<file path="src/pat_pkg.sv">
`timescale 1ns / 1ps
`default_nettype none

package pat_pkg;

	localparam int CHAN_W = 8;
	localparam int CODE_W = 32;
	localparam int CNT_W  = 2;

	localparam logic [CNT_W-1:0] CNT_MAX = 2'd3;

	// Transaction kinds on the item channel.
	localparam logic KIND_ADD = 1'b0;
	localparam logic KIND_ACK = 1'b1;

	// Stored fields of one ring slot; the valid mark is kept apart so that
	// only it needs a reset.
	typedef struct packed {
		logic              direct;
		logic [CHAN_W-1:0] channel;
		logic [CODE_W-1:0] code;
	} entry_t;

	// Outcome of an acknowledgement lookup.
	typedef struct packed {
		logic              found;
		logic [CHAN_W-1:0] channel;
		logic [CNT_W-1:0]  count;
	} ack_res_t;

endpackage

`default_nettype wire

</file>
<file path="src/pat_item_if.sv">
`timescale 1ns / 1ps
`default_nettype none

interface pat_item_if;
	logic                      valid;
	logic                      ready;
	logic                      kind;
	logic [pat_pkg::CHAN_W-1:0] channel;
	logic                      direct;
	logic [pat_pkg::CODE_W-1:0] code;

	modport source (output valid, kind, channel, direct, code, input ready);
	modport sink   (input valid, kind, channel, direct, code, output ready);
endinterface

`default_nettype wire

</file>
<file path="src/pat_result_if.sv">
`timescale 1ns / 1ps
`default_nettype none

interface pat_result_if;
	logic                       valid;
	logic                       ready;
	logic [pat_pkg::CHAN_W-1:0] confirmed_channel;
	logic [pat_pkg::CNT_W-1:0]  older_same_channel;

	modport source (output valid, confirmed_channel, older_same_channel, input ready);
	modport sink   (input valid, confirmed_channel, older_same_channel, output ready);
endinterface

`default_nettype wire

</file>
<file path="src/pending_ack_tracker_core.sv">
// Path: an accepted acknowledgement transaction passes the input register, then
// the result register, before its confirmation is offered.
// Throughput: one transaction per cycle, with lookup, popcount and slot update
// in one pass; a hit waits in the input register while a result is held.
// Reset: arst_n clears every valid mark, the write pointer and both handshake
// stages at once; no clearing pass is needed.
`timescale 1ns / 1ps
`default_nettype none

module pending_ack_tracker_core #(
	parameter int ENTRIES = 4
) (
	input  wire logic   clk,
	input  wire logic   arst_n,
	pat_item_if.sink    item,
	pat_result_if.source result
);
	import pat_pkg::*;

	localparam int PTR_W = (ENTRIES > 1) ? $clog2(ENTRIES) : 1;

	// Input register stage. Every accepted transaction waits here; its effect
	// on the ring is applied as it leaves the stage, so the next transaction
	// always sees the updated ring.
	logic              valid_s1;
	logic              kind_s1;
	logic [CHAN_W-1:0] channel_s1;
	logic              direct_s1;
	logic [CODE_W-1:0] code_s1;

	// Result register, which decouples the result side from the item side.
	logic              out_valid_q;
	logic [CHAN_W-1:0] out_channel_q;
	logic [CNT_W-1:0]  out_count_q;

	logic [ENTRIES-1:0] entry_valid;
	entry_t             entries [ENTRIES];
	logic [PTR_W-1:0]   wr_ptr;
	ack_res_t           ack_res;
	logic [ENTRIES-1:0] hit_mask;
	entry_t             wr_entry;

	logic s1_emit;
	logic out_free;
	logic s1_go;
	logic wr_en;
	logic clr_en;

	// An acknowledgement that hits must find room in the result register
	// before it may leave the input stage; everything else leaves at once.
	assign s1_emit  = valid_s1 & (kind_s1 == KIND_ACK) & ack_res.found;
	assign out_free = !out_valid_q || result.ready;
	assign s1_go    = valid_s1 & (!s1_emit | out_free);

	assign item.ready = !valid_s1 || s1_go;

	assign wr_en  = s1_go & (kind_s1 == KIND_ADD);
	assign clr_en = s1_go & s1_emit;

	assign wr_entry.direct  = direct_s1;
	assign wr_entry.channel = channel_s1;
	assign wr_entry.code    = code_s1;

	always_ff @(posedge clk or negedge arst_n) begin
		if (!arst_n) begin
			valid_s1 <= 1'b0;
		end else if (item.ready) begin
			valid_s1 <= item.valid;
		end
	end

	always_ff @(posedge clk) begin
		if (item.valid && item.ready) begin
			kind_s1    <= item.kind;
			channel_s1 <= item.channel;
			direct_s1  <= item.direct;
			code_s1    <= item.code;
		end
	end

	pat_ring #(
		.ENTRIES (ENTRIES)
	) u_ring (
		.clk         (clk),
		.arst_n      (arst_n),
		.wr_en       (wr_en),
		.wr_entry    (wr_entry),
		.clr_en      (clr_en),
		.clr_mask    (hit_mask),
		.entry_valid (entry_valid),
		.entries     (entries),
		.wr_ptr      (wr_ptr)
	);

	pat_match #(
		.ENTRIES (ENTRIES)
	) u_match (
		.entry_valid (entry_valid),
		.entries     (entries),
		.wr_ptr      (wr_ptr),
		.code        (code_s1),
		.res         (ack_res),
		.hit_mask    (hit_mask)
	);

	always_ff @(posedge clk or negedge arst_n) begin
		if (!arst_n) begin
			out_valid_q <= 1'b0;
		end else if (out_free) begin
			out_valid_q <= s1_emit;
		end
	end

	always_ff @(posedge clk) begin
		if (out_free && s1_emit) begin
			out_channel_q <= ack_res.channel;
			out_count_q   <= ack_res.count;
		end
	end

	assign result.valid              = out_valid_q;
	assign result.confirmed_channel  = out_channel_q;
	assign result.older_same_channel = out_count_q;

	// At most one slot is ever selected by a lookup.
	assert property (@(posedge clk) disable iff (!arst_n) $onehot0(hit_mask))
		else $error("more than one slot selected by an acknowledgement");

	// A confirmed slot is no longer valid in the following cycle.
	assert property (@(posedge clk) disable iff (!arst_n)
		clr_en |=> ((entry_valid & $past(hit_mask)) == '0))
		else $error("confirmed slot still valid");

	// Each add transaction moves the write pointer on.
	assert property (@(posedge clk) disable iff (!arst_n)
		wr_en |=> (wr_ptr != $past(wr_ptr)))
		else $error("write pointer did not advance");

	// A fresh result only ever comes from an acknowledgement.
	assert property (@(posedge clk) disable iff (!arst_n)
		(out_free && s1_emit) |-> (kind_s1 == KIND_ACK))
		else $error("result loaded from an add transaction");

endmodule

`default_nettype wire

</file>
<file path="src/pat_ring.sv">
`timescale 1ns / 1ps
`default_nettype none

module pat_ring #(
	parameter int ENTRIES = 4
) (
	input  wire logic                                        clk,
	input  wire logic                                        arst_n,
	input  wire logic                                        wr_en,
	input  wire pat_pkg::entry_t                             wr_entry,
	input  wire logic                                        clr_en,
	input  wire logic [ENTRIES-1:0]                          clr_mask,
	output logic      [ENTRIES-1:0]                          entry_valid,
	output pat_pkg::entry_t                                  entries [ENTRIES],
	output logic      [((ENTRIES > 1) ? $clog2(ENTRIES) : 1)-1:0] wr_ptr
);
	import pat_pkg::*;

	localparam int PTR_W = (ENTRIES > 1) ? $clog2(ENTRIES) : 1;
	localparam logic [PTR_W-1:0] PTR_LAST = PTR_W'(ENTRIES - 1);

	logic [ENTRIES-1:0] valid_q;
	logic [PTR_W-1:0]   ptr_q;
	entry_t             entry_q [ENTRIES];

	always_ff @(posedge clk or negedge arst_n) begin
		if (!arst_n) begin
			valid_q <= '0;
			ptr_q   <= '0;
		end else begin
			if (wr_en) begin
				valid_q[ptr_q] <= 1'b1;
				ptr_q          <= (ptr_q == PTR_LAST) ? '0 : ptr_q + PTR_W'(1);
			end else if (clr_en) begin
				valid_q <= valid_q & ~clr_mask;
			end
		end
	end

	// Slot contents matter only while the valid mark is set.
	always_ff @(posedge clk) begin
		if (wr_en) begin
			entry_q[ptr_q] <= wr_entry;
		end
	end

	assign entry_valid = valid_q;
	assign entries     = entry_q;
	assign wr_ptr      = ptr_q;

endmodule

`default_nettype wire

</file>
<file path="src/pat_match.sv">
`timescale 1ns / 1ps
`default_nettype none

module pat_match #(
	parameter int ENTRIES = 4
) (
	input  wire logic [ENTRIES-1:0]                               entry_valid,
	input  wire pat_pkg::entry_t                                  entries [ENTRIES],
	input  wire logic [((ENTRIES > 1) ? $clog2(ENTRIES) : 1)-1:0] wr_ptr,
	input  wire logic [pat_pkg::CODE_W-1:0]                       code,
	output pat_pkg::ack_res_t                                     res,
	output logic      [ENTRIES-1:0]                               hit_mask
);
	import pat_pkg::*;

	localparam int PTR_W = (ENTRIES > 1) ? $clog2(ENTRIES) : 1;
	localparam int SUM_W = $clog2(ENTRIES + 1);

	logic [ENTRIES-1:0] match_vec;
	logic [ENTRIES-1:0] elig_vec;
	logic [PTR_W-1:0]   age [ENTRIES];
	logic [PTR_W-1:0]   hit_age;
	logic [CHAN_W-1:0]  hit_chan;
	logic [SUM_W-1:0]   sum;
	logic [PTR_W:0]     diff;

	always_comb begin
		diff = '0;
		for (int k = 0; k < ENTRIES; k++) begin
			match_vec[k] = entry_valid[k] & entries[k].direct & (entries[k].code == code);
			// Distance of slot k from the oldest ring position.
			diff = {1'b0, PTR_W'(k)} - {1'b0, wr_ptr};
			if (PTR_W'(k) < wr_ptr) begin
				diff = diff + (PTR_W + 1)'(ENTRIES);
			end
			age[k] = diff[PTR_W-1:0];
		end
	end

	// Lowest-indexed matching slot wins.
	assign hit_mask = match_vec & (~match_vec + ENTRIES'(1));

	always_comb begin
		hit_age  = '0;
		hit_chan = '0;
		for (int k = 0; k < ENTRIES; k++) begin
			hit_age  = hit_age  | ({PTR_W{hit_mask[k]}} & age[k]);
			hit_chan = hit_chan | ({CHAN_W{hit_mask[k]}} & entries[k].channel);
		end
	end

	always_comb begin
		sum = '0;
		for (int k = 0; k < ENTRIES; k++) begin
			elig_vec[k] = entry_valid[k] & entries[k].direct &
				(entries[k].channel == hit_chan) & (age[k] < hit_age);
			sum = sum + SUM_W'(elig_vec[k]);
		end
		res.found   = |match_vec;
		res.channel = hit_chan;
		if (sum > SUM_W'(CNT_MAX)) begin
			res.count = CNT_MAX;
		end else begin
			res.count = CNT_W'(sum);
		end
	end

endmodule

`default_nettype wire
</file>
<file path="src/flat_wrapper.sv">
// flat-port wrapper written by rule: the top's interface ports become plain ports
module pending_ack_tracker_core_flat import pat_pkg::*;
#(
	parameter int ENTRIES = 4
)
  (clk, arst_n, item_valid, item_kind, item_channel, item_direct, item_code, item_ready, result_valid, result_confirmed_channel, result_older_same_channel, result_ready);
  pat_item_if item_i ();
  pat_result_if result_i ();
  input  wire logic clk;
  input  wire logic arst_n;
  input wire logic [$bits(item_i.valid)-1:0] item_valid;
  input wire logic [$bits(item_i.kind)-1:0] item_kind;
  input wire logic [$bits(item_i.channel)-1:0] item_channel;
  input wire logic [$bits(item_i.direct)-1:0] item_direct;
  input wire logic [$bits(item_i.code)-1:0] item_code;
  output wire logic [$bits(item_i.ready)-1:0] item_ready;
  output wire logic [$bits(result_i.valid)-1:0] result_valid;
  output wire logic [$bits(result_i.confirmed_channel)-1:0] result_confirmed_channel;
  output wire logic [$bits(result_i.older_same_channel)-1:0] result_older_same_channel;
  input wire logic [$bits(result_i.ready)-1:0] result_ready;
  assign item_i.valid = item_valid;
  assign item_i.kind = item_kind;
  assign item_i.channel = item_channel;
  assign item_i.direct = item_direct;
  assign item_i.code = item_code;
  assign item_ready = item_i.ready;
  assign result_valid = result_i.valid;
  assign result_confirmed_channel = result_i.confirmed_channel;
  assign result_older_same_channel = result_i.older_same_channel;
  assign result_i.ready = result_ready;
  pending_ack_tracker_core #(.ENTRIES(ENTRIES)) u_core (.clk(clk), .arst_n(arst_n), .item(item_i), .result(result_i));
endmodule
</file>
<file path="config.mk">
export PLATFORM = sky130hd
export DESIGN_NAME = pending_ack_tracker_core_flat
export DESIGN_NICKNAME = d
export VERILOG_FILES = /design/src/pat_pkg.sv /design/src/pat_item_if.sv /design/src/pat_result_if.sv /design/src/pending_ack_tracker_core.sv /design/src/pat_ring.sv /design/src/pat_match.sv /design/src/flat_wrapper.sv
export SDC_FILE = /design/constraint.sdc
export NUM_CORES = 1
export LEC_CHECK = 0
export ABC_CLOCK_PERIOD_IN_PS = 10650
export BUFFER_PORTS_ARGS = -buffer_cell sky130_fd_sc_hd__buf_4
export CAP_MARGIN = 5
export CORE_UTILIZATION = 55
export DETAILED_ROUTE_END_ITERATION = 7
export PLACE_DENSITY = 0.73
export SLEW_MARGIN = 20
export SYNTH_ARGS = -nofsm -noshare
export SYNTH_HDL_FRONTEND = slang
export SYNTH_SLANG_ARGS = --single-unit
</file>
<file path="constraint.sdc">
create_clock -name clk -period 10.65 [get_ports clk]
set_clock_uncertainty 0.15 [all_clocks]
set_input_delay 0.5325 -clock clk [delete_from_list [all_inputs] [get_ports clk]]
set_output_delay 0.5325 -clock clk [all_outputs]
set_load 0.01 [all_outputs]
</file>
==> results.yml, run 1 <==
outcome:
  status: "finished clean"
clock_tree:
  clk_pin_slew_ns: 0.06
  clk_latency_ns: 0.54
  post_cts_buffers: 0
  cts_buffers: 24
  ctsRootBufferMaster: "clkbuf_16"
  clockBufferDepth: 3
  htree_num_levels: 1
  hold_buffers: 1
  cts_tree: "done"
  cts_sinks: 224
  cts_resized: 0
flow_run:
  cap_violations: 0
synthesis:
  synthArstFlopShare_pct: 3.57
  synth-edff-count: 216
  syn-num-nets: 685
  syn_area_per_cell_um2: 15.4
  yosys_warnings: 0
  ys_types: 67
  synth_cells: 628
  synth-seq-area-share_pct: 68.9
  synth-seq-cells: 224
  synth_area_um2: 9700
  synth-main-ff-cell: "edfxtp_1"
final_layout:
  final_common_cell: "edfxtp_1"
  mostFrequentLayoutCells: "edfxtp_1, xnor2_1, xor2_1, buf_4, nand2_1"
  fin_cells: 956
  final_cell_area_um2: 11300
  drive_gt1_share_pct: 16.7
  area_growth_pct: 16.0
  diodes: 0
  final_nets: 770
timing:
  worstMarginPinSlew_ns: 0.931
  post-route-period-util_pct: 64.8
  drv_slew: 0
  max-slew-margin-rel_pct: 37.4
  period_minus_slack_ns: 6.90
  max_freq_ghz: 0.145
  finalSetupViolCount: 0
  hold_slack_ns: 0.0201
  rsz0062_at_grt: "no"
  setup_tns_ns: 0
  hold_violations: 0
floorplanning:
  die-area_um2: 18200
  core-area_um2: 17200
  die_width_um: 135
  fp.dieH_um: 135
  num_rows: 48
  start_util_pct: 56.3
  io_pins: 58
route:
  dr.pass1.iters: 5
  finalWirelength_mm: 22.1
  drc: 0
  top_layer: "met4"
  final_antenna_net_count: 0
  vias: 5680
  wl_per_cell_um: 23.1
  wl_met3_mm: 1.63
  wl_met1_mm: 9.73
  viasPerCell: 5.94
  first_iter_violations: 484
  route.met2.wl_mm: 10.3
power:
  leakagePower_nw: 3.87
  power_density_nw_per_um2: 193
  max-vdd-ir-drop_v: 0.000136
critical_path:
  r2r-start: "u_core.code_s1[12]$_DFFE_PP_"
  crit_required_ns: 10.77
  worstPathArrival_ns: 7.02
  cp-startpoint: "u_core.code_s1[12]$_DFFE_PP_"
  critPathMaxFanout: 19
  path_class: "reg -> reg"
  endpoint_kind: "flop"
  start_kind: "flop"
grt:
  antenna_found_initial: 0
  grt_pass1_vias: 5459
  groute.usage.overall_pct: 25.1
  grt_max_degree: 43
  grt_pass1_wl_mm: 33.1
  overflow: 0
placed_design:
  place_area_um2: 10400
  port_buffers: 57
  gp_congestion: 0.950
  dpl.hpwl_mm: 14.8
  dp_cells: 909
hold_path:
  hp-class: "in -> reg"
  min_from: "item_code[12]"
[Yosys cell counts (6+ instances only)]
library cell,number,area share [%]
nor4_1,16,1.0
dfrtp_1,8,2.1
nand2b_1,6,0.39
nor3_1,8,0.41
nand2_1,31,1.2
xor2_1,65,5.9
xnor2_1,82,7.4
o21ai_0,10,0.52
and2_1,8,0.52
inv_1,21,0.81
nand4_1,27,1.7
nor2_1,9,0.35
edfxtp_1,216,67
nand3_1,8,0.41
ha_1,10,1.3
[metrics by stage]
stage | power (mW) | utilization, % | worst slack (ns)
2_1_floorplan | 1.26 | - | 5.12
3_3_place_gp | 1.35 | 60.5 | 3.88
3_5_place_dp | 1.36 | 60.5 | 3.79
4_1_cts | 2.18 | 65.2 | 3.74
5_1_grt | 2.24 | 65.3 | 3.52
6_report | 2.17 | 65.3 | 3.75
[state kept, by name (all words and copies together), names as in the netlist]
name,count
u_core.channel_s1,8
u_core.code_s1,32
u_core.direct_s1,1
u_core.kind_s1,1
u_core.result.confirmed_channel,8
u_core.result.older_same_channel,2
u_core.result.valid,1
u_core.u_ring.entries,164
u_core.u_ring.entry_valid,4
u_core.u_ring.wr_ptr,2
u_core.valid_s1,1
[path summary, 6_finish.rpt]
check	to	slack [ns]	cells after the start
worst max-delay path	u_core.result.older_same_channel[1]$_SDFFCE_PN1P_	3.75	18
worst min-delay path	u_core.code_s1[12]$_DFFE_PP_	0.02	1
worst max register to register	u_core.result.older_same_channel[1]$_SDFFCE_PN1P_	3.75	18
worst min register to register	u_core.u_ring.entries[40]$_DFFE_PP_	0.37	0
max in group asynchronous	u_core.u_ring.wr_ptr[1]$_DFFE_PN0P_	10.01	2
min in group asynchronous	u_core.u_ring.entry_valid[1]$_DFFE_PN0P_	0.21	2
[critical path: stages (launching register included)]
cell	delay (ns)
edfxtp_1	0.59
xor2_1	0.22
nor4_1	0.81
nand4_1	0.32
nor3_4	0.78
nand2_1	0.15
o2111a_1	0.17
a221oi_1	0.46
ha_1	0.35
a211o_1	0.29
a31o_1	0.19
nor3_1	0.18
o2111ai_1	0.12
or4_1	0.56
fa_1	0.50
inv_1	0.04
ha_1	0.19
ha_1	0.27
or2_2	0.29
[cell families (layout without fill, tap and decap cells)]
kind of cell | count (synthesis) | in the layout | share of synthesized area [%]
flip-flops | 224 | 224 | 68.9
XOR/XNOR | 147 | 147 | 13.3
AND/OR/NAND/NOR | 146 | 146 | 9.09
AO/OA/AOI/OAI | 71 | 71 | 5.90
buffers and inverters | 29 | 132 | 1.30
adder cells (fa/ha/maj) | 11 | 11 | 1.50
[where the power goes]
| group | internal, mW | switching [mW] |
|---|---|---|
| logic | 0.0878 | 0.129 |
| clock network | 0.492 | 0.335 |
| registers | 1.06 | 0.0663 |
| total | 1.64 | 0.531 |
[layout make-up]
| type | count | area, um2 |
|---|---|---|
| Multi-Input combinational cell | 375 | 2900 |
| Tap cell | 225 | 282 |
| Inverter | 21 | 78.8 |
| Clock buffer | 31 | 627 |
| Timing Repair Buffer | 67 | 510 |
| Clock inverter | 13 | 168 |
| Fill cell | 1238 | 5990 |
| Sequential cell | 224 | 6690 |
[layer usage]
layer / global-route usage [%] / vias to the layer above
li1: - / 2571
met1: 37.0 / 2837
met2: 38.6 / 233
met3: 4.50 / 39
met4: 6.55 / 0
met5: 0 / -
(Power assumes the default switching activity.)
==> inputs of run 2 (changes only) <==
--- a/config.mk
+++ b/config.mk
@@ -5,7 +5,8 @@
 export SDC_FILE = /design/constraint.sdc
 export NUM_CORES = 1
 export LEC_CHECK = 0
-export ABC_CLOCK_PERIOD_IN_PS = 10650
+export ABC_AREA = 1
+export ABC_CLOCK_PERIOD_IN_PS = 6400
 export BUFFER_PORTS_ARGS = -buffer_cell sky130_fd_sc_hd__buf_4
 export CAP_MARGIN = 5
 export CORE_UTILIZATION = 55
==> constraint.sdc (replaced) <==
create_clock -name clk -period 6.4 [get_ports clk]
set_clock_uncertainty 0.15 [all_clocks]
set_input_delay 0.32 -clock clk [delete_from_list [all_inputs] [get_ports clk]]
set_output_delay 0.32 -clock clk [all_outputs]
set_load 0.01 [all_outputs]
==> run 2 against run 1 <==
Hold slack improved by 0.32 ns. Clock power up 79%. Via count increased by 80%. Non-clock buffer count grew 42. Final cell count rose by 92%. First-iteration DRC count increased by 130%. Sequential power increased by 68%. Global-route usage grew 11 points.
==> results.yml, run 2 <==
timing:
  max-slew-margin-rel_pct: 27.4
  post-route-period-util_pct: 84.4
  period_minus_slack_ns: 5.40
  rsz0062_at_grt: "no"
  setup_tns_ns: 0
  hold_violations: 0
  worstMarginPinSlew_ns: 1.09
  max_freq_ghz: 0.185
  finalSetupViolCount: 0
  drv_slew: 0
synthesis:
  yosys_warnings: 0
  synth-seq-area-share_pct: 54.7
  synth_cells: 1414
  ys_types: 43
  synth-seq-cells: 224
  syn_area_per_cell_um2: 8.65
  synth_area_um2: 12200
  synth_top_area_cell: "edfxtp_1"
  synthArstFlopShare_pct: 3.57
  synth.most_common_cell: "nand2_1"
  syn-num-nets: 1471
  synth-edff-count: 216
  yosysTopAreaCellShare_pct: 53.0
  synthTopCellsByCount: "nand2_1, edfxtp_1, nor2_1"
  synth-main-ff-cell: "edfxtp_1"
  synthTopCellsByArea: "edfxtp_1, nand2_1, nor2_1"
outcome:
  status: "finished clean"
critical_path:
  worstPathArrival_ns: 5.52
  critPathBufInv: 2
  rrSetupSlack_ns: 1.0
  cp_common_cell: "nand2_1"
  worstReg2RegEnd: "u_core.result.older_same_channel[1]$_SDFFCE_PN1P_"
  start_kind: "flop"
  path_cells: "xnor2_1 > nand2_1 > nor2_2 > nand2_1 > nor2_1 > nand3_2 > nand3_4 > inv_1 > a221oi_1 > ha_1 > nand2_1 > nand2_1 > nor2_1 > nand2_1 > nor2_1 > nand2_1 > fa_1 > inv_1 > ha_1 > ha_1 > or2_2"
  r2r-start: "u_core.code_s1[12]$_DFFE_PP_"
  endpoint_kind: "flop"
  cp_slowest_cell: "xnor2_1"
  path_delay_family: "simple AND/OR/NAND/NOR gates"
  critical_path.max_stage_delay_ns: 0.66
  critPathMaxFanout: 9
  crit_required_ns: 6.51
  worst_r2r_path_depth: 21
  worstSetupPathDepth: 21
  path_class: "reg -> reg"
grt:
  grt_pass1_wl_mm: 58.9
  overflow: 0
  grt_max_degree: 43
  grt_pass1_vias: 9628
  groute.usage.overall_pct: 36.2
  antenna_found_initial: 0
route:
  drc: 0
  first_iter_violations: 1113
  dr.pass1.iters: 5
  wl_per_cell_um: 21.9
  final_antenna_net_count: 0
  vias: 10200
  finalWirelength_mm: 40.1
  viasPerCell: 5.57
final_layout:
  largest_register_ffs: 164
  mostFrequentLayoutCells: "nand2_1, edfxtp_1, nor2_1, inv_1, nand3_1"
  fin_cells: 1835
  diodes: 0
  final_nets: 1594
  final_common_cell: "nand2_1"
  drive_gt1_share_pct: 11.2
  area_growth_pct: 16.9
floorplanning:
  start_util_pct: 56.0
  die-area_um2: 22800
  fp.dieH_um: 151
  die_width_um: 151
  io_pins: 58
  num_rows: 54
  core-area_um2: 21800
placed_design:
  port_buffers: 57
  dp_cells: 1743
  gp_congestion: 1.08
  dpl.hpwl_mm: 30.6
power:
  max-vdd-ir-drop_v: 0.000254
  leakagePower_nw: 6.36
  power_density_nw_per_um2: 284
clock_tree:
  post_cts_buffers: 0
  cts_resized: 0
  cts_sinks: 224
  ctsRootBufferMaster: "clkbuf_16"
  htree_num_levels: 1
  cts_buffers: 24
  cts_tree: "done"
  clk_pin_slew_ns: 0.06
  clk_latency_ns: 0.54
  clockBufferDepth: 3
hold_path:
  min_from: "item_code[20]"
  hold_depth: 2
  hp-class: "in -> reg"
  min_to: "u_core.code_s1[20]$_DFFE_PP_"
flow_run:
  cap_violations: 0
-- run 2: power by group --
group | total, mW | switching [mW] | internal, mW
Combinational | 0.697 | 0.479 | 0.218
Sequential | 1.88 | 0.115 | 1.76
Clock | 1.48 | 0.578 | 0.905
Total | 4.06 | 1.17 | 2.89
-- run 2: what timing repair did --
item | in CTS | in global routing
endpoints found under the hold margin | 52 | 0
endpoints found under the setup margin | 0 | 0
hold buffers | 48 | 0
-- run 2: metal layers --
metal | share of wire, % | track usage, % | vias to the layer above | routed length [um]
met5 | 0 | 0 | - | 0
met4 | 4.6 | 15.0 | 0 | 1830
met3 | 8.3 | 5.03 | 100 | 3320
met2 | 45 | 57.1 | 502 | 18000
met1 | 42 | 50.3 | 4806 | 17000
li1 | - | - | 4805 | -
-- run 2: worst max-delay path by stage --
stage	from	to	slack [ns]
5_1_grt	u_core.code_s1[12]$_DFFE_PP_	u_core.result.older_same_channel[1]$_SDFFCE_PN1P_	0.67
3_3_place_gp	u_core.code_s1[12]$_DFFE_PP_	u_core.result.older_same_channel[1]$_SDFFCE_PN1P_	1.11
6_report	u_core.code_s1[12]$_DFFE_PP_	u_core.result.older_same_channel[1]$_SDFFCE_PN1P_	1.0
2_1_floorplan	u_core.code_s1[28]$_DFFE_PP_	u_core.result.older_same_channel[1]$_SDFFCE_PN1P_	2.02
4_1_cts	u_core.code_s1[12]$_DFFE_PP_	u_core.result.older_same_channel[1]$_SDFFCE_PN1P_	1.04
3_5_place_dp	u_core.code_s1[12]$_DFFE_PP_	u_core.result.older_same_channel[1]$_SDFFCE_PN1P_	1.08
-- run 2: cells by family after synthesis --
family          count (synthesis)  share of synthesized area (%)
simple gates                  867                           31.1
flops                         224                           54.7
buf+inv                       220                           7.10
xor+xnor                       56                           4.19
compound gates                 36                           1.72
fa+ha+maj                      11                           1.19
-- run 2: area by class of cell --
class	count	area (um2)
timing repair buffer	109	938
clock inverter	14	209
inverter	208	781
tap	280	350
multi-input combinational	970	4700
clock buffer	30	633
sequential	224	6690
fill	1761	7530
-- run 2: metrics by stage --
stage	area (um2)	power [mW]	worst slack, ns	util (%)	hold slack, ns
after CTS	14300	4.06	1.04	65.5	0.325
after global routing	14300	4.20	0.669	65.5	0.342
after floorplan	12200	2.29	2.02	-	-0.126
final	14300	4.06	0.998	65.5	0.342
after global placement	13000	2.56	1.11	59.5	-0.00470
after detailed placement	13000	2.56	1.08	59.5	-0.00463
==> inputs of run 3 (changes only) <==
--- a/config.mk
+++ b/config.mk
@@ -5,13 +5,13 @@
 export SDC_FILE = /design/constraint.sdc
 export NUM_CORES = 1
 export LEC_CHECK = 0
-export ABC_AREA = 1
-export ABC_CLOCK_PERIOD_IN_PS = 6400
+export ABC_AREA = 0
+export ABC_CLOCK_PERIOD_IN_PS = 4800
 export BUFFER_PORTS_ARGS = -buffer_cell sky130_fd_sc_hd__buf_4
 export CAP_MARGIN = 5
 export CORE_UTILIZATION = 55
 export DETAILED_ROUTE_END_ITERATION = 7
-export PLACE_DENSITY = 0.73
+export PLACE_DENSITY = 0.76
 export SLEW_MARGIN = 20
 export SYNTH_ARGS = -nofsm -noshare
 export SYNTH_HDL_FRONTEND = slang
==> constraint.sdc (replaced) <==
create_clock -name clk -period 4.8 [get_ports clk]
set_clock_uncertainty 0.15 [all_clocks]
set_input_delay 0.24 -clock clk [delete_from_list [all_inputs] [get_ports clk]]
set_output_delay 0.24 -clock clk [all_outputs]
set_load 0.01 [all_outputs]
==> run 3 against run 2 <==
The run now ends with negative setup slack left. Hold slack worse by 0.31 ns. Global-route usage is 6.1 points lower. First-iteration DRC count is 49% lower. Sequential cell count stayed put. Final area is 9.5% lower. Wire length is 34% lower. Utilization is 9.6 points higher. Largest power group unchanged. Total power is 23% higher.
==> results.yml, run 3 (synthesized netlist as in run 1, its figures left out) <==
critical_path:
  critical_path.max_stage_delay_ns: 0.50
  path_delay_family: "simple AND/OR/NAND/NOR gates"
  start_kind: "flop"
  critPathBufInv: 5
  worstPathArrival_ns: 5.32
  path_class: "reg -> reg"
  endpoint_kind: "flop"
  cp_common_cell: "buf_4"
  cp_slowest_cell: "fa_1"
  critPathMaxFanout: 8
  crit_required_ns: 4.93
  path_cells: "buf_4 > xor2_1 > nor4_2 > nand3_4 > nor3_4 > buf_4 > buf_4 > a221oi_2 > buf_4 > ha_1 > a211o_1 > a31o_1 > nor3_2 > o2111ai_1 > or4_1 > fa_1 > inv_1 > ha_2 > ha_4 > or2_4"
  rrSetupSlack_ns: -0.39
grt:
  overflow: 0
  grt_pass1_wl_mm: 40.0
  grt_max_degree: 43
  grt_pass1_vias: 6755
  groute.usage.overall_pct: 30.2
  antenna_found_initial: 0
timing:
  post-route-period-util_pct: 108
  setup_tns_ns: -0.726
  hold_slack_ns: 0.0340
  finalSetupViolCount: 2
  setup_ws_ns: -0.388
  worstMarginPinSlew_ns: 0.794
  rsz0062_at_grt: "yes"
  hold_violations: 0
  drv_slew: 0
  period_minus_slack_ns: 5.19
  max-slew-margin-rel_pct: 47.1
  max_freq_ghz: 0.193
floorplanning:
  io_pins: 58
  fp.dieH_um: 135
  die_width_um: 135
  die-area_um2: 18200
  core-area_um2: 17200
  start_util_pct: 56.3
  num_rows: 48
power:
  leakagePower_nw: 4.80
  power_density_nw_per_um2: 387
  max-vdd-ir-drop_v: 0.000451
final_layout:
  largest_register_ffs: 164
  fin_util_pct: 75.1
  final_common_cell: "edfxtp_1"
  diodes: 0
  area_growth_pct: 33.4
  mostFrequentLayoutCells: "edfxtp_1, buf_4, xnor2_1, xor2_1, dlygate4sd3_1"
  fin_cells: 1133
  drive_gt1_share_pct: 32.2
  final_nets: 947
  final_cell_area_um2: 12900
outcome:
  status: "finished with violations"
  violations: "negative setup slack"
clock_tree:
  ctsRootBufferMaster: "clkbuf_16"
  clockBufferDepth: 3
  htree_num_levels: 1
  clk_latency_ns: 0.53
  cts_buffers: 24
  cts_tree: "done"
  clk_pin_slew_ns: 0.07
  cts_sinks: 224
placed_design:
  place_area_um2: 11300
  gp_congestion: 0.922
  dpl.hpwl_mm: 17.1
  port_buffers: 57
  dp_cells: 1019
route:
  first_iter_violations: 566
  finalWirelength_mm: 26.4
  vias: 6538
  viasPerCell: 5.77
  wl_per_cell_um: 23.3
  final_antenna_net_count: 0
  drc: 0
  dr.pass1.iters: 5
flow_run:
  cap_violations: 0
hold_path:
  hp-class: "in -> reg"
run 3: cell types whose count changed in the layout (fill, tap and decap cells not counted), sizes merged, moves of 16 or more:
cell,delta
nand4,-16
inv,-186
xor2,+54
nand2,-429
buf,+137
nand3,-104
nor2,-212
xnor2,+37
nor4,+19
run 3: final timing paths:
check,start,to,cells past startpoint
max,u_core.code_s1[27]$_DFFE_PP_,u_core.result.older_same_channel[1]$_SDFFCE_PN1P_,20
min,result_ready,u_core.result.valid$_DFFE_PN0N_,3
max in group asynchronous,arst_n,u_core.u_ring.entry_valid[0]$_DFFE_PN0P_,3
min in group asynchronous,arst_n,u_core.u_ring.entry_valid[1]$_DFFE_PN0P_,3
min reg2reg,u_core.channel_s1[3]$_DFFE_PP_,u_core.u_ring.entries[76]$_DFFE_PP_,0
max reg2reg,u_core.code_s1[27]$_DFFE_PP_,u_core.result.older_same_channel[1]$_SDFFCE_PN1P_,20
run 3: final cells by class:
type | count | area [um2]
Inverter | 21 | 78.8
Clock buffer | 25 | 604
Sequential cell | 224 | 6690
Tap cell | 225 | 282
Fill cell | 1014 | 4290
Multi-Input combinational cell | 375 | 3150
Clock inverter | 19 | 160
Timing Repair Buffer | 244 | 1980
run 3: tightest hold or removal path: cells and delay by family:
kind	cells	cell delay (ns)
AND/OR/NAND/NOR	2	0.34
buffers and inverters	1	0.08
run 3: routing by layer:
layer / vias to the layer above / share of wire, % / track usage, %
met5: - / 0 / 0
met4: 0 / 3.5 / 9.11
met3: 67 / 6.4 / 3.87
met2: 280 / 50 / 51.4
met1: 3263 / 40 / 40.6
li1: 2928 / - / -
run 3: power by group:
group	switching, mW	internal (mW)
combinational	0.409	0.328
clock	0.785	1.03
sequential	0.107	2.35
run 3: per-stage QoR:
step	total power [mW]	setup WS [ns]
5_1_grt	5.16	-0.557
6_report	5.00	-0.388
3_5_place_dp	3.12	-0.657
2_1_floorplan	2.80	-0.320
4_1_cts	4.98	-0.290
3_3_place_gp	3.10	-0.617
run 3: timing repair:
| item | CTS | global route |
|---|---|---|
| setup endpoints to repair | 2 | 2 |
| resized for setup | 27 | 15 |
| endpoints found under the hold margin | 51 | 0 |
| pin swaps | 25 | 8 |
| hold buffers | 46 | 0 |
| buffers inserted | 21 | 3 |
